$ cat config.mk
export PLATFORM = sky130hd
export DESIGN_NAME = delta_list_task_scheduler
export DESIGN_NICKNAME = d
export VERILOG_FILES = /design/src/hdl/dlts_pkg.sv /design/src/hdl/dlts_cell.sv /design/src/hdl/delta_list_task_scheduler.sv
export SDC_FILE = /design/constraint.sdc
export NUM_CORES = 2
export LEC_CHECK = 0
export BUFFER_PORTS_ARGS = -buffer_cell sky130_fd_sc_hd__buf_4
export CAP_MARGIN = 20
export CORE_MARGIN = 2
export CORE_UTILIZATION = 45
export CTS_BUF_LIST = sky130_fd_sc_hd__clkbuf_16
export CTS_CLUSTER_SIZE = 24
export DETAILED_ROUTE_END_ITERATION = 7
export SETUP_SLACK_MARGIN = 0.3
export SLEW_MARGIN = 20
export SYNTH_ARGS = -nofsm -noshare
export SYNTH_HDL_FRONTEND = slang
export SYNTH_HIERARCHICAL = 1
export SYNTH_SLANG_ARGS = --single-unit
$ cat constraint.sdc
create_clock -name clk -period 7.75 [get_ports clk]
set_input_delay 0.775 -clock clk [delete_from_list [all_inputs] [get_ports clk]]
set_output_delay 0.775 -clock clk [all_outputs]
set_load 0.01 [all_outputs]
$ cat src/hdl/dlts_pkg.sv
// shared types and constants of the delta-list task scheduler
package dlts_pkg;

  // request kinds carried on s_tuser
  localparam logic [1:0] REQ_TICK     = 2'd0;
  localparam logic [1:0] REQ_ADD      = 2'd1;
  localparam logic [1:0] REQ_DISPATCH = 2'd2;
  localparam logic [1:0] REQ_NOP      = 2'd3;

  // fixed field widths
  localparam int REQ_W      = 2;
  localparam int TASK_W     = 8;
  localparam int FIELD_DLY_W = 16;
  localparam int POS_W      = 5;
  localparam int OCC_W      = 5;
  localparam int DUE_W      = 8;
  localparam int S_TDATA_W  = 40;
  localparam int M_TDATA_W  = 24;
  localparam int M_PAD_W    = M_TDATA_W - (1 + POS_W + 1 + TASK_W + OCC_W);

  // per-cell operation
  typedef enum logic [2:0] {
    OP_HOLD,
    OP_DEC,
    OP_LOAD,
    OP_FROM_LEFT,
    OP_FROM_LEFT_SUB,
    OP_FROM_RIGHT,
    OP_FROM_RIGHT_ADD
  } cell_op_t;

  // sequencer states
  typedef enum logic [1:0] {
    ST_IDLE,
    ST_WALK,
    ST_RESULT
  } state_t;

endpackage

$ cat src/hdl/dlts_cell.sv
// one queue slot: task, relative delay and period, shifting to either neighbor
module dlts_cell
  import dlts_pkg::*;
#(
  parameter int DW = 16
) (
  input  logic              clk,
  input  cell_op_t          op,
  input  logic [TASK_W-1:0] new_task,
  input  logic [DW-1:0]     new_delta,
  input  logic [DW-1:0]     new_period,
  input  logic [TASK_W-1:0] left_task,
  input  logic [DW-1:0]     left_delta,
  input  logic [DW-1:0]     left_period,
  input  logic [TASK_W-1:0] right_task,
  input  logic [DW-1:0]     right_delta,
  input  logic [DW-1:0]     right_period,
  output logic [TASK_W-1:0] task_q,
  output logic [DW-1:0]     delta_q,
  output logic [DW-1:0]     period_q
);

  logic [TASK_W-1:0] task_next;
  logic [DW-1:0]     delta_next;
  logic [DW-1:0]     period_next;
  logic [DW:0]       merge_sum;

  // merged delay of a popped head and its successor, saturating
  assign merge_sum = {1'b0, right_delta} + {1'b0, delta_q};

  // slot update
  always_comb begin
    task_next   = task_q;
    delta_next  = delta_q;
    period_next = period_q;
    unique case (op)
      OP_HOLD: begin
      end
      OP_DEC: begin
        delta_next = delta_q - 1'b1;
      end
      OP_LOAD: begin
        task_next   = new_task;
        delta_next  = new_delta;
        period_next = new_period;
      end
      OP_FROM_LEFT: begin
        task_next   = left_task;
        delta_next  = left_delta;
        period_next = left_period;
      end
      OP_FROM_LEFT_SUB: begin
        task_next   = left_task;
        delta_next  = left_delta - new_delta;
        period_next = left_period;
      end
      OP_FROM_RIGHT: begin
        task_next   = right_task;
        delta_next  = right_delta;
        period_next = right_period;
      end
      OP_FROM_RIGHT_ADD: begin
        task_next   = right_task;
        delta_next  = merge_sum[DW] ? {DW{1'b1}} : merge_sum[DW-1:0];
        period_next = right_period;
      end
      default: begin
      end
    endcase
  end

  always_ff @(posedge clk) begin
    task_q   <= task_next;
    delta_q  <= delta_next;
    period_q <= period_next;
  end

endmodule

$ cat src/hdl/delta_list_task_scheduler.sv
// delta-list task scheduler: sequencer over a row of queue slot cells
// tick, no-op, full add and one-shot dispatch pass from idle straight to the result state;
// add and periodic dispatch first walk over k entries (0..QUEUE_DEPTH-1), then insert,
// one slot compared per cycle by the shared walk comparator; a shift moves the whole row at once.
// one request in flight; s_tready rises on the same edge that registers the result.
// rst clears queue count, due count, sequencer and output valid; slot contents are not reset.
module delta_list_task_scheduler
  import dlts_pkg::*;
#(
  parameter int QUEUE_DEPTH = 16,
  parameter int DELAY_WIDTH = 16
) (
  input  logic                 clk,
  input  logic                 rst,
  input  logic                 s_tvalid,
  output logic                 s_tready,
  // task_id [7:0], delay [23:8], period [39:24]
  input  logic [S_TDATA_W-1:0] s_tdata,
  // req_type [1:0]
  input  logic [REQ_W-1:0]     s_tuser,
  output logic                 m_tvalid,
  input  logic                 m_tready,
  // accepted [0], position [5:1], fired [6], fired_task [14:7], occupancy [19:15], zero pad
  output logic [M_TDATA_W-1:0] m_tdata
);

  localparam int IDX_W = $clog2(QUEUE_DEPTH);
  localparam int CNT_W = $clog2(QUEUE_DEPTH + 1);
  localparam int DW    = DELAY_WIDTH;

  // request fields
  logic [REQ_W-1:0]  in_req;
  logic [TASK_W-1:0] in_task;
  logic [DW-1:0]     in_delay;
  logic [DW-1:0]     in_period;

  assign in_req    = s_tuser;
  assign in_task   = s_tdata[TASK_W-1:0];
  assign in_delay  = DW'(s_tdata[TASK_W +: FIELD_DLY_W]);
  assign in_period = DW'(s_tdata[TASK_W + FIELD_DLY_W +: FIELD_DLY_W]);

  // sequencer registers
  state_t            state, state_next;
  logic [CNT_W-1:0]  count, count_next;
  logic [DUE_W-1:0]  due, due_next;
  logic [IDX_W-1:0]  walk_idx, walk_idx_next;
  logic [DW-1:0]     rem, rem_next;
  logic [TASK_W-1:0] ins_task, ins_task_next;
  logic [DW-1:0]     ins_period, ins_period_next;
  logic              walk_is_add, walk_is_add_next;
  logic              res_accepted, res_accepted_next;
  logic [IDX_W-1:0]  res_position, res_position_next;
  logic              res_fired, res_fired_next;
  logic [TASK_W-1:0] res_fired_task, res_fired_task_next;

  // cell row
  cell_op_t          cell_op     [QUEUE_DEPTH];
  logic [TASK_W-1:0] cell_task   [QUEUE_DEPTH];
  logic [DW-1:0]     cell_delta  [QUEUE_DEPTH];
  logic [DW-1:0]     cell_period [QUEUE_DEPTH];

  // decisions shared by next-state and datapath logic
  logic req_fire;
  logic add_go;
  logic disp_go;
  logic disp_reinsert;
  logic walk_more;
  logic out_free;
  logic [DW-1:0] cur_delta;

  assign req_fire      = s_tvalid && s_tready;
  assign add_go        = (in_req == REQ_ADD) && (count < CNT_W'(QUEUE_DEPTH));
  assign disp_go       = (in_req == REQ_DISPATCH) && (count != '0) && (due != '0);
  assign disp_reinsert = cell_period[0] != '0;
  assign cur_delta     = cell_delta[walk_idx];
  assign walk_more     = (CNT_W'(walk_idx) < count) && (cur_delta <= rem);
  assign out_free      = !m_tvalid || m_tready;
  assign s_tready      = (state == ST_IDLE);

  // next state
  always_comb begin
    state_next = state;
    unique case (state)
      ST_IDLE: begin
        if (req_fire) begin
          if (add_go || (disp_go && disp_reinsert)) begin
            state_next = ST_WALK;
          end else begin
            state_next = ST_RESULT;
          end
        end
      end
      ST_WALK: begin
        if (!walk_more) begin
          state_next = ST_RESULT;
        end
      end
      ST_RESULT: begin
        if (out_free) begin
          state_next = ST_IDLE;
        end
      end
      default: begin
        state_next = ST_IDLE;
      end
    endcase
  end

  // datapath control and cell operations
  always_comb begin
    count_next          = count;
    due_next            = due;
    walk_idx_next       = walk_idx;
    rem_next            = rem;
    ins_task_next       = ins_task;
    ins_period_next     = ins_period;
    walk_is_add_next    = walk_is_add;
    res_accepted_next   = res_accepted;
    res_position_next   = res_position;
    res_fired_next      = res_fired;
    res_fired_task_next = res_fired_task;
    for (int j = 0; j < QUEUE_DEPTH; j++) begin
      cell_op[j] = OP_HOLD;
    end
    unique case (state)
      ST_IDLE: begin
        if (req_fire) begin
          res_accepted_next   = 1'b0;
          res_position_next   = '0;
          res_fired_next      = 1'b0;
          res_fired_task_next = '0;
          walk_idx_next       = '0;
          unique case (in_req)
            REQ_TICK: begin
              if (count != '0) begin
                if (cell_delta[0] == '0) begin
                  if (due != {DUE_W{1'b1}}) begin
                    due_next = due + 1'b1;
                  end
                end else begin
                  cell_op[0] = OP_DEC;
                end
              end
            end
            REQ_ADD: begin
              rem_next         = in_delay;
              ins_task_next    = in_task;
              ins_period_next  = in_period;
              walk_is_add_next = 1'b1;
            end
            REQ_DISPATCH: begin
              if (disp_go) begin
                res_fired_next      = 1'b1;
                res_fired_task_next = cell_task[0];
                rem_next            = cell_period[0];
                ins_task_next       = cell_task[0];
                ins_period_next     = cell_period[0];
                walk_is_add_next    = 1'b0;
                count_next          = count - 1'b1;
                due_next            = '0;
                // pop: every slot takes its right neighbor, head merges delays
                cell_op[0] = OP_FROM_RIGHT_ADD;
                for (int j = 1; j < QUEUE_DEPTH; j++) begin
                  cell_op[j] = OP_FROM_RIGHT;
                end
              end
            end
            REQ_NOP: begin
            end
            default: begin
            end
          endcase
        end
      end
      ST_WALK: begin
        if (walk_more) begin
          rem_next      = rem - cur_delta;
          walk_idx_next = walk_idx + 1'b1;
        end else begin
          // insert: open a hole at walk_idx, trim the following slot's delay
          for (int j = 0; j < QUEUE_DEPTH; j++) begin
            if (j == int'(walk_idx)) begin
              cell_op[j] = OP_LOAD;
            end else if (j == int'(walk_idx) + 1) begin
              cell_op[j] = (CNT_W'(walk_idx) < count) ? OP_FROM_LEFT_SUB : OP_HOLD;
            end else if (j > int'(walk_idx) + 1) begin
              cell_op[j] = OP_FROM_LEFT;
            end
          end
          if (walk_idx == '0) begin
            due_next = '0;
          end
          count_next = count + 1'b1;
          if (walk_is_add) begin
            res_accepted_next = 1'b1;
            res_position_next = walk_idx;
          end
        end
      end
      ST_RESULT: begin
      end
      default: begin
      end
    endcase
  end

  // slot cells
  for (genvar g = 0; g < QUEUE_DEPTH; g++) begin : g_cell
    logic [TASK_W-1:0] l_task, r_task;
    logic [DW-1:0]     l_delta, r_delta, l_period, r_period;

    if (g == 0) begin : g_left_edge
      assign l_task   = '0;
      assign l_delta  = '0;
      assign l_period = '0;
    end else begin : g_left
      assign l_task   = cell_task[g-1];
      assign l_delta  = cell_delta[g-1];
      assign l_period = cell_period[g-1];
    end

    if (g == QUEUE_DEPTH - 1) begin : g_right_edge
      assign r_task   = '0;
      assign r_delta  = '0;
      assign r_period = '0;
    end else begin : g_right
      assign r_task   = cell_task[g+1];
      assign r_delta  = cell_delta[g+1];
      assign r_period = cell_period[g+1];
    end

    dlts_cell #(
      .DW(DW)
    ) u_cell (
      .clk         (clk),
      .op          (cell_op[g]),
      .new_task    (ins_task),
      .new_delta   (rem),
      .new_period  (ins_period),
      .left_task   (l_task),
      .left_delta  (l_delta),
      .left_period (l_period),
      .right_task  (r_task),
      .right_delta (r_delta),
      .right_period(r_period),
      .task_q      (cell_task[g]),
      .delta_q     (cell_delta[g]),
      .period_q    (cell_period[g])
    );
  end

  // control registers
  always_ff @(posedge clk) begin
    if (rst) begin
      state <= ST_IDLE;
      count <= '0;
      due   <= '0;
    end else begin
      state <= state_next;
      count <= count_next;
      due   <= due_next;
    end
  end

  // working and result payload
  always_ff @(posedge clk) begin
    walk_idx       <= walk_idx_next;
    rem            <= rem_next;
    ins_task       <= ins_task_next;
    ins_period     <= ins_period_next;
    walk_is_add    <= walk_is_add_next;
    res_accepted   <= res_accepted_next;
    res_position   <= res_position_next;
    res_fired      <= res_fired_next;
    res_fired_task <= res_fired_task_next;
  end

  // output register
  always_ff @(posedge clk) begin
    if (rst) begin
      m_tvalid <= 1'b0;
    end else if (state == ST_RESULT && out_free) begin
      m_tvalid <= 1'b1;
    end else if (m_tready) begin
      m_tvalid <= 1'b0;
    end
  end

  always_ff @(posedge clk) begin
    if (state == ST_RESULT && out_free) begin
      m_tdata <= {{M_PAD_W{1'b0}}, OCC_W'(count), res_fired_task, res_fired,
                  POS_W'(res_position), res_accepted};
    end
  end

endmodule

==> results.md <==
* Post-Route WL at 306000 um
* Ys flop type: edfxtp_1
* Standard-cell rows at 148
* Mapped Avg Cell Area at 8.50 um2
* Crit. End Element: flop
* Cell type with the largest total area after synthesis: edfxtp_1
* Largest net degree at the start of global routing at 69
* Area grow syn2layout at 10.9%
* Layout cells sized above 1 at 9.82%
* H-tree levels at 3
* DP HPWL at 221000 um
* Worst path max stage delay at 0.72 ns
* Synth Area in Simple Gates at 14.8%
* Slew Viols, Final at 0
* Synth Register Bits at 734
* Initial Util at 45.2%
* Syn Inst Count at 8635
* CTS tree: done
* Die span in y at 408 um
* Die Footprint at 166000 um2
* RSZ-0062 raised after global routing: no
* Total I/O pin count at 72
* Global-route wire length before repair at 445000 um
* Initial DRC Count at 9910
* Crit path cell chain: buf_12, mux4_2, mux4_2, inv_1, ha_1, a21oi_1, o21ai_0, a2111o_1, o21ai_2, nand2_1, buf_4, o21ai_2, buf_4, nand2b_1, o22ai_1, a22oi_1, nor3_1, a221o_1, a32oi_1
* Clock Sinks at 734
* WL per Instance at 27.7 um
* Number of global-route vias before repair at 67.5k
* Nets@finish at 9436
* Sequential area share after synthesis at 29.8%
* Worst-Margin Slew at 1.12 ns
* WP data arrival at 7.69 ns
* Via count at 74.0k
* Share of the synthesized area in the top cell type at 29.4%
* DRC Markers at 0
* Clk buf depth at 3
* XOR/XNOR Fraction of Synth Area at 7.08%
* Leak at 32.2 nW
* Setup TNS at 0 ns
* Library cells used by synthesis at 110
* Worst-path clk slew at 0.06 ns
* Crit Path Category: flop to flop
* Adder-cell share of the synthesized area at 10.2%
* Largest family of logic cells by synthesized area: compound AO/OA/AOI/OAI gates
* Commonest cells post-synth: 1250 x nand2_1, 773 x o21ai_0, 738 x a22oi_1
* Worst slew margin at 25.0%
* Count leader, synth: nand2_1
* Final ANT Viol Nets at 0
* Fmax at 140 MHz
* CTS buffer count at 91
* Clk_skew at 0.0536 ns
* Crit-path max FO at 57
* Pre-CTS setup slack at 0.721 ns
* CP required at 8.30 ns
* Clock Latency Late Sink at 0.75 ns
* Hold crit path type: input pin to flop
* Compound-gate portion of the synthesized area at 30.0%
* Initial antenna violation count at 20
* RD Place Congestion at 0.978
* Mux cell area share after synthesis at 3.13%
* Peak supply drop at 0.196 mV
* Fillers at 15.3k
* Core area at 162000 um2
* Post-synth EDFFs at 718
* Crit-path slowest cell: mux4_2
* Final Hold Fails at 0
* Endpoints failing setup at 0
* Cell family with most CP delay: compound AO/OA/AOI/OAI gates
* TritonRoute pass-1 iters at 8
* Fin crit share at 92.1%
* Worst hold slack at 0.318 ns
* CTS root buffer: clkbuf_16
* Synthesized cell area at 73400 um2
* Final worst slack at 0.612 ns
* All-layer global routing usage at 35.1%
* Gr ovfl total at 0
* Maxcap violations at 0
* Worst path bufs/invs at 4
* Die span in x at 408 um
* Dominant cells by area after synthesis: edfxtp_1 29%, ha_1 9.2%, a22oi_1 7.6%
* Yosys Warn Count at 6
* PwrDens at 148 nW/um2
* Startpoint type of the worst setup path: flop
* Post-CTS setup repair buffer count at 0
* Vias/cell at 6.68
* IO buf count at 66
* Status: finished, final reports clean
* Min Tclk post-route at 7.14 ns
* Synth async-reset ratio at 0%
-- kinds of logic after synthesis --
group	after synthesis
buf+inv	935
mux	128
compound gates	3286
simple gates	2383
flops	734
xor+xnor	593
fa+ha+maj	575
other cells	1
-- layer usage --
layer / vias to the layer above / GRT usage (%) / part of all wire [%]
li1: 33100 / - / -
met1: 35300 / 46.8 / 40
met2: 4564 / 52.4 / 42
met3: 971 / 7.76 / 11
met4: 14 / 20.2 / 6.7
met5: - / 0 / 0.031
-- stage by stage --
| step | util (%) | cell area [um2] | cells | power, mW |
|---|---|---|---|---|
| floorplan | - | 73800 | 8755 | 6.56 |
| global placement | 48.2 | 78300 | 10900 | 7.45 |
| detailed placement | 48.2 | 78300 | 10900 | 7.48 |
| CTS | 50.1 | 81400 | 11100 | 12.0 |
| global route | 50.1 | 81400 | 11100 | 12.4 |
| finish | 50.1 | 81400 | 11100 | 12.0 |
-- flip-flops by register name (all words and copies together) (netlist names), 2 cells and up --
name,cells
state,2
ins_period,16
res_position,4
due,8
rem,16
m_tdata,19
g_cell.u_cell/delta_q,256
res_fired_task,8
ins_task,8
walk_idx,4
count,5
g_cell.u_cell/period_q,256
g_cell.u_cell/task_q,128
-- placed cells by master, fill, tap and decap left out, types with 34 or more instances in the layout --
master,n
o21a_1,60
nand2_1,1248
nand2b_1,71
o31ai_1,42
nor3_1,151
a21o_1,201
clkbuf_16,94
nor4_1,58
xnor2_1,429
conb_1,121
a21oi_1,470
mux2i_1,34
o21ai_2,45
a211oi_1,68
a31oi_1,65
o2111ai_1,45
and2_1,38
o22ai_1,226
inv_1,478
and3_1,61
a22oi_1,738
xor2_1,164
o21ai_0,747
nor2_1,345
edfxtp_1,718
a22o_1,34
a211o_1,34
nand3_1,160
ha_1,541
buf_4,425
mux4_2,80
a32oi_1,64
fa_1,34
nor2b_1,81
-- final timing paths --
kind,depth (start not counted),from,end,slack (ns)
min,2,s_tdata[29],ins_period[5],0.32
max reg2reg,19,walk_idx[0],g_cell[15].u_cell/delta_q[13],0.61
max,19,walk_idx[0],g_cell[15].u_cell/delta_q[13],0.61
min reg2reg,0,res_fired,m_tdata[6],0.42
-- report_power, final --
part	switching [mW]	internal [mW]	leakage, nW	total [mW]
Clock	1.90	2.60	1.51	4.50
Sequential	0.163	4.49	6.65	4.65
Combinational	1.80	1.07	24.0	2.87
Total	3.86	8.16	32.2	12.0
-- final cells by class --
class,instances,area (um2),area share (%)
multi-input cells,7086,48700,59.8
flip-flops and latches,734,21900,26.9
repair buffers,430,3270,4.02
well taps,2175,2720,3.34
clock buffers,94,2350,2.89
inverters,472,1770,2.18
clock inverters,72,718,0.882
diodes,2,5.00,0.00615
-- worst reg2reg max path, cell delays in order, from the launching register on --
cell,delay (ns)
edfxtp_1,0.43
buf_12,0.39
mux4_2,0.83
mux4_2,0.51
inv_1,0.11
ha_1,0.29
a21oi_1,0.18
o21ai_0,0.20
a2111o_1,0.49
o21ai_2,0.41
nand2_1,0.57
buf_4,0.36
o21ai_2,0.18
buf_4,0.34
nand2b_1,0.52
o22ai_1,0.14
a22oi_1,0.40
nor3_1,0.10
a221o_1,0.36
a32oi_1,0.16
-- repair_timing --
action,CTS,global route
endpoints found under the hold margin,0,0
resized for setup,0,2
hold buffers,0,0
setup endpoints to repair,0,30
Power figures use the tool's default switching activity.
